**config.mk**
```make
export PLATFORM = sky130hd
export DESIGN_NAME = json_string_unescaper_core
export DESIGN_NICKNAME = d
export VERILOG_FILES = /design/src/rtl/core/jsu_pkg.sv /design/src/rtl/core/jsu_decode.sv /design/src/rtl/core/jsu_emit.sv /design/src/rtl/core/json_string_unescaper_core.sv
export SDC_FILE = /design/constraint.sdc
export NUM_CORES = 1
export LEC_CHECK = 0
export BUFFER_PORTS_ARGS = -buffer_cell sky130_fd_sc_hd__buf_4
export CAP_MARGIN = 40
export CORE_AREA = 2 2 79 138
export DETAILED_ROUTE_END_ITERATION = 12
export DIE_AREA = 0 0 81 140
export HOLD_SLACK_MARGIN = 0.1
export MAX_ROUTING_LAYER = met4
export SLEW_MARGIN = 5
export SYNTH_ARGS = -nofsm -noshare
export SYNTH_HDL_FRONTEND = slang
export SYNTH_SLANG_ARGS = --single-unit
```
**constraint.sdc**
```tcl
create_clock -name clk -period 4.55 [get_ports clk]
set_clock_uncertainty 0.1 [all_clocks]
set_input_delay 0.6825 -clock clk [delete_from_list [all_inputs] [get_ports clk]]
set_output_delay 0.6825 -clock clk [all_outputs]
set_load 0.01 [all_outputs]
```
**src/rtl/core/jsu_pkg.sv**
```systemverilog
// ----------------------------------------------------------------------------
// jsu_pkg
// Shared types, character codes and helpers for the JSON string unescaper.
// ----------------------------------------------------------------------------
`timescale 1ns / 1ps

package jsu_pkg;

    typedef enum logic [1:0] {
        STAT_DATA  = 2'd0,
        STAT_CLOSE = 2'd1,
        STAT_ERROR = 2'd2
    } status_t;

    // Result group produced by one input byte: up to four bytes.
    typedef struct packed {
        logic [3:0][7:0] data;
        logic [1:0]      last_idx;
        status_t         status;
    } grp_t;

    localparam logic [7:0] CH_QUOTE  = 8'h22;
    localparam logic [7:0] CH_BSLASH = 8'h5C;
    localparam logic [7:0] CH_B      = 8'h62;
    localparam logic [7:0] CH_F      = 8'h66;
    localparam logic [7:0] CH_N      = 8'h6E;
    localparam logic [7:0] CH_R      = 8'h72;
    localparam logic [7:0] CH_T      = 8'h74;
    localparam logic [7:0] CH_U      = 8'h75;

    localparam logic [15:0] HIGH_SURR_MIN = 16'hD800;
    localparam logic [15:0] HIGH_SURR_MAX = 16'hDBFF;
    localparam logic [15:0] LOW_SURR_MIN  = 16'hDC00;
    localparam logic [15:0] LOW_SURR_MAX  = 16'hDFFF;

    localparam logic [20:0] SUPPL_BASE = 21'h10000;

    // {valid, nibble}; valid low for a non-hex character.
    function automatic logic [4:0] hex_value(input logic [7:0] b);
        logic [4:0] r;
        r = '0;
        if (b inside {[8'h30:8'h39]}) begin
            r = {1'b1, 4'(b - 8'h30)};
        end else if (b inside {[8'h61:8'h66]}) begin
            r = {1'b1, 4'(b - 8'h57)};
        end else if (b inside {[8'h41:8'h46]}) begin
            r = {1'b1, 4'(b - 8'h37)};
        end
        return r;
    endfunction

endpackage

```
**src/rtl/core/jsu_decode.sv**
```systemverilog
// ----------------------------------------------------------------------------
// jsu_decode
// Escape state machine; turns one raw byte into a group of result bytes.
// ----------------------------------------------------------------------------
`timescale 1ns / 1ps

module jsu_decode
(
    input  logic           clk,
    input  logic           rst_n,
    input  logic           in_fire,
    input  logic [7:0]     in_byte,
    output logic           grp_valid,
    output jsu_pkg::grp_t  grp
);

    typedef enum logic [6:0] {
        M_OPEN    = 7'b0000001,
        M_TEXT    = 7'b0000010,
        M_ESC     = 7'b0000100,
        M_HEX     = 7'b0001000,
        M_WANT_BS = 7'b0010000,
        M_WANT_U  = 7'b0100000,
        M_HEX_LOW = 7'b1000000
    } mode_t;

    mode_t       mode_reg, mode_next;
    logic [1:0]  cnt_reg, cnt_next;      // hex digit position
    logic [7:0]  hi_reg, hi_next;        // upper byte of the code unit
    logic [3:0]  nib_reg, nib_next;      // first digit of a pair
    logic        nibok_reg, nibok_next;
    logic [9:0]  sav_reg, sav_next;      // saved high surrogate, low 10 bits

    logic [4:0]  hv;
    logic [7:0]  pair;
    logic [15:0] unit;
    logic        unit_done;
    logic [20:0] cp;

    assign hv = jsu_pkg::hex_value(in_byte);

    always_comb
    begin
        if (!nibok_reg) begin
            pair = 8'h00;
        end else if (!hv[4]) begin
            pair = {4'h0, nib_reg};
        end else begin
            pair = {nib_reg, hv[3:0]};
        end
    end

    assign unit      = {hi_reg, pair};
    assign unit_done = (cnt_reg == 2'd3);
    assign cp        = jsu_pkg::SUPPL_BASE + {1'b0, sav_reg, unit[9:0]};

    always_comb
    begin
        mode_next  = mode_reg;
        cnt_next   = cnt_reg;
        hi_next    = hi_reg;
        nib_next   = nib_reg;
        nibok_next = nibok_reg;
        sav_next   = sav_reg;
        grp_valid  = 1'b0;
        grp        = '0;
        grp.status = jsu_pkg::STAT_DATA;

        if (in_fire) begin
            // digit bookkeeping shared by both hex modes
            if (mode_reg == M_HEX || mode_reg == M_HEX_LOW) begin
                if (!cnt_reg[0]) begin
                    nibok_next = hv[4];
                    nib_next   = hv[4] ? hv[3:0] : 4'h0;
                end else if (cnt_reg == 2'd1) begin
                    hi_next = pair;
                end
                cnt_next = cnt_reg + 2'd1;
            end

            case (mode_reg)
                M_ESC:
                begin
                    mode_next    = M_TEXT;
                    grp_valid    = 1'b1;
                    grp.data[0]  = in_byte;
                    case (in_byte)
                        jsu_pkg::CH_B: grp.data[0] = 8'h08;
                        jsu_pkg::CH_F: grp.data[0] = 8'h0C;
                        jsu_pkg::CH_N: grp.data[0] = 8'h0A;
                        jsu_pkg::CH_R: grp.data[0] = 8'h0D;
                        jsu_pkg::CH_T: grp.data[0] = 8'h09;
                        jsu_pkg::CH_U:
                        begin
                            grp_valid  = 1'b0;
                            mode_next  = M_HEX;
                            cnt_next   = 2'd0;
                            hi_next    = 8'h00;
                            nib_next   = 4'h0;
                            nibok_next = 1'b0;
                        end
                        default: grp.data[0] = in_byte;
                    endcase
                end
                M_HEX:
                begin
                    if (unit_done) begin
                        mode_next = M_TEXT;
                        if (unit == 16'h0000 ||
                            unit inside {[jsu_pkg::LOW_SURR_MIN:jsu_pkg::LOW_SURR_MAX]}) begin
                            grp_valid = 1'b0;
                        end else if (unit inside
                                     {[jsu_pkg::HIGH_SURR_MIN:jsu_pkg::HIGH_SURR_MAX]}) begin
                            sav_next  = unit[9:0];
                            mode_next = M_WANT_BS;
                        end else if (unit < 16'h0080) begin
                            grp_valid    = 1'b1;
                            grp.data[0]  = unit[7:0];
                            grp.last_idx = 2'd0;
                        end else if (unit < 16'h0800) begin
                            grp_valid    = 1'b1;
                            grp.data[0]  = {3'b110, unit[10:6]};
                            grp.data[1]  = {2'b10, unit[5:0]};
                            grp.last_idx = 2'd1;
                        end else begin
                            grp_valid    = 1'b1;
                            grp.data[0]  = {4'b1110, unit[15:12]};
                            grp.data[1]  = {2'b10, unit[11:6]};
                            grp.data[2]  = {2'b10, unit[5:0]};
                            grp.last_idx = 2'd2;
                        end
                    end
                end
                M_WANT_BS:
                begin
                    if (in_byte == jsu_pkg::CH_BSLASH) begin
                        mode_next = M_WANT_U;
                    end else begin
                        mode_next  = M_OPEN;
                        grp_valid  = 1'b1;
                        grp.status = jsu_pkg::STAT_ERROR;
                    end
                end
                M_WANT_U:
                begin
                    if (in_byte == jsu_pkg::CH_U) begin
                        mode_next  = M_HEX_LOW;
                        cnt_next   = 2'd0;
                        hi_next    = 8'h00;
                        nib_next   = 4'h0;
                        nibok_next = 1'b0;
                    end else begin
                        mode_next  = M_OPEN;
                        grp_valid  = 1'b1;
                        grp.status = jsu_pkg::STAT_ERROR;
                    end
                end
                M_HEX_LOW:
                begin
                    if (unit_done) begin
                        grp_valid = 1'b1;
                        if (unit inside {[jsu_pkg::LOW_SURR_MIN:jsu_pkg::LOW_SURR_MAX]}) begin
                            mode_next    = M_TEXT;
                            grp.data[0]  = {5'b11110, cp[20:18]};
                            grp.data[1]  = {2'b10, cp[17:12]};
                            grp.data[2]  = {2'b10, cp[11:6]};
                            grp.data[3]  = {2'b10, cp[5:0]};
                            grp.last_idx = 2'd3;
                        end else begin
                            mode_next  = M_OPEN;
                            grp.status = jsu_pkg::STAT_ERROR;
                        end
                    end
                end
                default:
                begin
                    // open and text share the plain-character handling
                    if (mode_reg == M_OPEN && in_byte == jsu_pkg::CH_QUOTE) begin
                        mode_next = M_TEXT;
                    end else if (in_byte == jsu_pkg::CH_BSLASH) begin
                        mode_next = M_ESC;
                    end else if (in_byte == jsu_pkg::CH_QUOTE) begin
                        mode_next  = M_OPEN;
                        grp_valid  = 1'b1;
                        grp.status = jsu_pkg::STAT_CLOSE;
                    end else begin
                        mode_next   = M_TEXT;
                        grp_valid   = 1'b1;
                        grp.data[0] = in_byte;
                    end
                end
            endcase
        end
    end

    always_ff @(posedge clk or negedge rst_n)
    begin
        if (!rst_n) begin
            mode_reg  <= M_OPEN;
            cnt_reg   <= 2'd0;
            hi_reg    <= 8'h00;
            nib_reg   <= 4'h0;
            nibok_reg <= 1'b0;
            sav_reg   <= 10'd0;
        end else begin
            mode_reg  <= mode_next;
            cnt_reg   <= cnt_next;
            hi_reg    <= hi_next;
            nib_reg   <= nib_next;
            nibok_reg <= nibok_next;
            sav_reg   <= sav_next;
        end
    end

endmodule

```
**src/rtl/core/jsu_emit.sv**
```systemverilog
// ----------------------------------------------------------------------------
// jsu_emit
// Result register; hands a group out one byte per output transaction.
// ----------------------------------------------------------------------------
`timescale 1ns / 1ps

module jsu_emit
(
    input  logic              clk,
    input  logic              rst_n,
    input  logic              load,
    input  jsu_pkg::grp_t     grp,
    output logic              room,
    output logic              out_valid,
    input  logic              out_stall,
    output logic [7:0]        out_byte,
    output jsu_pkg::status_t  status,
    output logic              last
);

    logic          valid_reg;
    jsu_pkg::grp_t grp_reg;
    logic [1:0]    idx_reg;
    logic          take;
    logic          done;

    assign take      = valid_reg && !out_stall;
    assign done      = take && (idx_reg == grp_reg.last_idx);
    assign room      = !valid_reg || done;
    assign out_valid = valid_reg;
    assign out_byte  = grp_reg.data[idx_reg];
    assign status    = grp_reg.status;
    assign last      = (idx_reg == grp_reg.last_idx);

    always_ff @(posedge clk or negedge rst_n)
    begin
        if (!rst_n) begin
            valid_reg <= 1'b0;
            idx_reg   <= 2'd0;
        end else if (load) begin
            valid_reg <= 1'b1;
            idx_reg   <= 2'd0;
        end else if (done) begin
            valid_reg <= 1'b0;
        end else if (take) begin
            idx_reg <= idx_reg + 2'd1;
        end
    end

    always_ff @(posedge clk)
    begin
        if (load) begin
            grp_reg <= grp;
        end
    end

endmodule

```
**src/rtl/core/json_string_unescaper_core.sv**
```systemverilog
// ----------------------------------------------------------------------------
// json_string_unescaper_core
// Latency: the first result of a byte is shown on the cycle after its accept.
// Throughput: one input byte per cycle if out_stall is low and each byte yields
// at most one result; a byte with n results (up to four) takes n transactions.
// Reset (rst_n, async, low): output empty, parser expects an opening quote.
// ----------------------------------------------------------------------------
`timescale 1ns / 1ps

module json_string_unescaper_core
(
    input  logic       clk,
    input  logic       rst_n,

    input  logic       in_valid,
    output logic       in_stall,
    input  logic [7:0] in_byte,

    output logic       out_valid,
    input  logic       out_stall,
    output logic [7:0] out_byte,
    output logic [1:0] status,
    output logic       last
);

    // The decoder holds the escape/hex state and maps the incoming byte
    // straight into a result group. The emitter registers the group and
    // serializes it. A new byte is taken whenever the emitter is empty or
    // its final byte leaves this cycle, so single-result traffic streams
    // at one transaction per cycle while out_stall is low.

    logic              in_fire;
    logic              room;
    logic              grp_valid;
    jsu_pkg::grp_t     grp;
    jsu_pkg::status_t  status_e;

    assign in_stall = !room;
    assign in_fire  = in_valid && room;

    jsu_decode u_decode
    (
        .clk       (clk),
        .rst_n     (rst_n),
        .in_fire   (in_fire),
        .in_byte   (in_byte),
        .grp_valid (grp_valid),
        .grp       (grp)
    );

    // Bytes that only move the escape state (backslash, hex digits, the
    // opening quote) leave the emitter untouched.
    jsu_emit u_emit
    (
        .clk       (clk),
        .rst_n     (rst_n),
        .load      (in_fire && grp_valid),
        .grp       (grp),
        .room      (room),
        .out_valid (out_valid),
        .out_stall (out_stall),
        .out_byte  (out_byte),
        .status    (status_e),
        .last      (last)
    );

    assign status = status_e;

endmodule

```
==> results.md <==
- Layout Nets: 442
- Largest net degree at the start of global routing: 36
- Share of layout cells above drive strength 1: 16.6%
- Lkg Pwr: 1.76 nW
- Crit share post-route: 81.6%
- Worst r2r dst: u_emit.grp_reg[14]
- Final hold slack: 0.203 ns
- Count of clock tree sinks: 67
- Fmax: 269 MHz
- Syn Nets: about 420
- Fill count: 1,014
- WL final: roughly 10,000 µm
- Multi-input gate area: slightly above 2000 µm²
- Slew at the pin with the worst max-slew slack: roughly 0.67 ns
- Synth unique cells: 69
- Hold crit path type: in2async
- Main flop type after synthesis: dfrtp_1
- Drt drc: 0
- R2r startpoint: u_emit.idx_reg[0]
- Die area: between 10,000 and 15,000 µm²
- Iter 0 DRT Violations: approximately 210
- Crit path max fanout: 29
- Final Max Slew Viols: 0
- Initial antenna violation count: 0
- Max Cap Viol: 0
- Setup TNS: 0 ns
- VDD IR max: roughly 200 µV
- Starting density of the core: 39.2%
- Post-cts sizing count: 0
- Pwr per Cell Area: 409 nW/µm²
- Area delta synth->final: 13.5%
- Clk pin slew, worst setup/hold paths: 0.06 ns
- Relative slew slack: 54.9%
- Ranking of synthesized cells by area: edfxtp_1, dfrtp_1, o21ai_0
- Number of synthesized flops with an enable pin: 32
- Via count: 3,269
- Core area: 10,200 µm²
- Reg2reg setup slack: 1.26 ns
- Worst skew pair latency: 0.33 ns
- Largest register FFs: 30
- Ys Warns: 0
- Drt pass-1 iters: 5
- Gpl congestion: 0.897
- Hold buffer count at cts: 0
- Seq cells post-synth: 67
- RSZ-0062 raised after global routing: no
- Grt ovf: 0
- Die Y: 140 µm
- Storage cell area: 1840 µm²
- H-tree levels: 3
- Via density: 5.90
- TritonCTS clock tree: done
- Final Hold Vio Count: 0
- Synthesized area: 3990 µm²
- HPWL after DPL: 7850 µm
- Outcome: finished clean
- Register area share after synthesis: 46.0%
- Post-synth ARST share: 52.2%
- Worst setup EP type: flop
- Avg Cell Area, Syn: 9.93 µm²
- Minimum clock period: between 3 and 4 ns
- Root buffer cell: clkbuf_16
- WS Path Type: in2reg
- ANT cells: 0
- FP Rows: 49
- Area leader, netlist: edfxtp_1
- Post-synth top area share: 24.1%
- Routed len/inst: 18.6 µm
- Remaining antenna violation count after routing: 0
- I/O Buffers: 24
- Gate count of the mapped netlist: 402
- Die W: ~81 µm
- TritonCTS buffer count: 9
- Post-CTS Setup Inserts: 0
- I/O pin count: 25
- Vias in the first global route: 3,122
- CP startpoint kind: primary input
- Worst Reg-to-Reg Cells: 8
- Count of final setup violators: 0
- CP required: 4.44 ns
- WP data arrival: 3.61 ns
- Global-route wire length before repair: 16,300 µm
- Clk buf depth: 2
- GR Util All Layers: 19.7%
metrics by stage:
stage	utilization (%)	setup slack [ns]	cells	total power, mW	instance area, µm²
2_1_floorplan	-	0.806	402	1.09	3990
5_1_grt	44.5	0.698	554	1.94	4530
3_3_place_gp	42.0	0.610	538	1.25	4270
6_report	44.5	0.835	554	1.85	4530
4_1_cts	44.5	0.826	554	1.86	4530
3_5_place_dp	42.0	0.501	538	1.26	4270
how the worst max path moves through the flow:
stage,from,end,cells after the start
after floorplan,in_byte[0],u_emit.grp_reg[10],10
after global placement,in_byte[0],u_emit.grp_reg[23],11
after detailed placement,in_byte[0],u_emit.grp_reg[13],11
after CTS,in_byte[0],u_emit.grp_reg[15],11
after global routing,in_byte[1],u_emit.grp_reg[23],11
final,in_byte[0],u_emit.grp_reg[14],11
logic make-up after synthesis:
| family | after synthesis | synth area share, % |
|---|---|---|
| adders and majority gates | 8 | 2.51 |
| AOI/OAI and AO/OA | 114 | 18.6 |
| muxes | 13 | 5.58 |
| buffers and inverters | 30 | 3.13 |
| and+or+nand+nor | 164 | 22.8 |
| DFF | 67 | 46.0 |
| xor gates and xnor gates | 6 | 1.32 |
cell usage after synthesis (all sizes together), types with 3 or more instances:
| master | count |
|---|---|
| a211oi | 5 |
| a21o | 5 |
| a21oi | 22 |
| a22o | 4 |
| a31o | 3 |
| and2 | 5 |
| and3 | 8 |
| buf | 6 |
| clkbuf | 12 |
| dfrtp | 34 |
| edfxtp | 32 |
| ha | 8 |
| inv | 12 |
| mux2 | 4 |
| mux4 | 7 |
| nand2 | 48 |
| nand2b | 5 |
| nand3 | 22 |
| nand3b | 3 |
| nand4 | 5 |
| nand4b | 3 |
| nor2 | 24 |
| nor2b | 4 |
| nor3 | 8 |
| nor3b | 7 |
| nor4 | 3 |
| o211ai | 5 |
| o21a | 3 |
| o21ai | 40 |
| o22ai | 5 |
| o31ai | 4 |
| o41ai | 4 |
| or2 | 6 |
| xor2 | 4 |
cell usage in the layout, fill, tap and decap left out, drive strengths merged, types with 8 or more instances in the layout:
cell	count
nor2	24
nor3	8
dfrtp	34
clkbuf	13
o21ai	40
ha	8
nand2	48
and3	8
a21oi	22
buf	27
inv	12
nand3	22
edfxtp	32
layout make-up:
cell class,count,share of cell area [%]
Clock buffer,13,5.30
Clock inverter,3,0.359
Inverter,12,0.994
Multi-Input combinational cell,305,44.8
Sequential cell,67,40.6
Tap cell,127,3.51
Timing Repair Buffer,27,4.47
critical path, stage by stage:
cell and delay, ns:
buf_4 0.14, inv_1 0.12, ha_1 0.20, nor3b_4 0.29, and4bb_1 0.31, or3_1 0.53
a21o_1 0.29, and4_1 0.22, a31o_2 0.28, nand2_1 0.15, buf_4 0.36
where the power goes:
| part | internal, mW | switching, mW | leakage, nW | total [mW] |
|---|---|---|---|---|
| Combinational | 0.215 | 0.229 | 0.868 | 0.443 |
| Clock | 0.366 | 0.242 | 0.121 | 0.608 |
| Sequential | 0.738 | 0.0617 | 0.775 | 0.800 |
| Total | 1.32 | 0.532 | 1.76 | 1.85 |
per-layer routing:
metal	global-route usage, %	vias to the layer above	part of all wire (%)
met5	-	-	0
met4	10.3	0	4.1
met3	2.51	33	3.5
met2	34.4	104	54
met1	21.1	1566	38
li1	-	1566	-
Note: power is estimated with default switching activity, not from simulation.
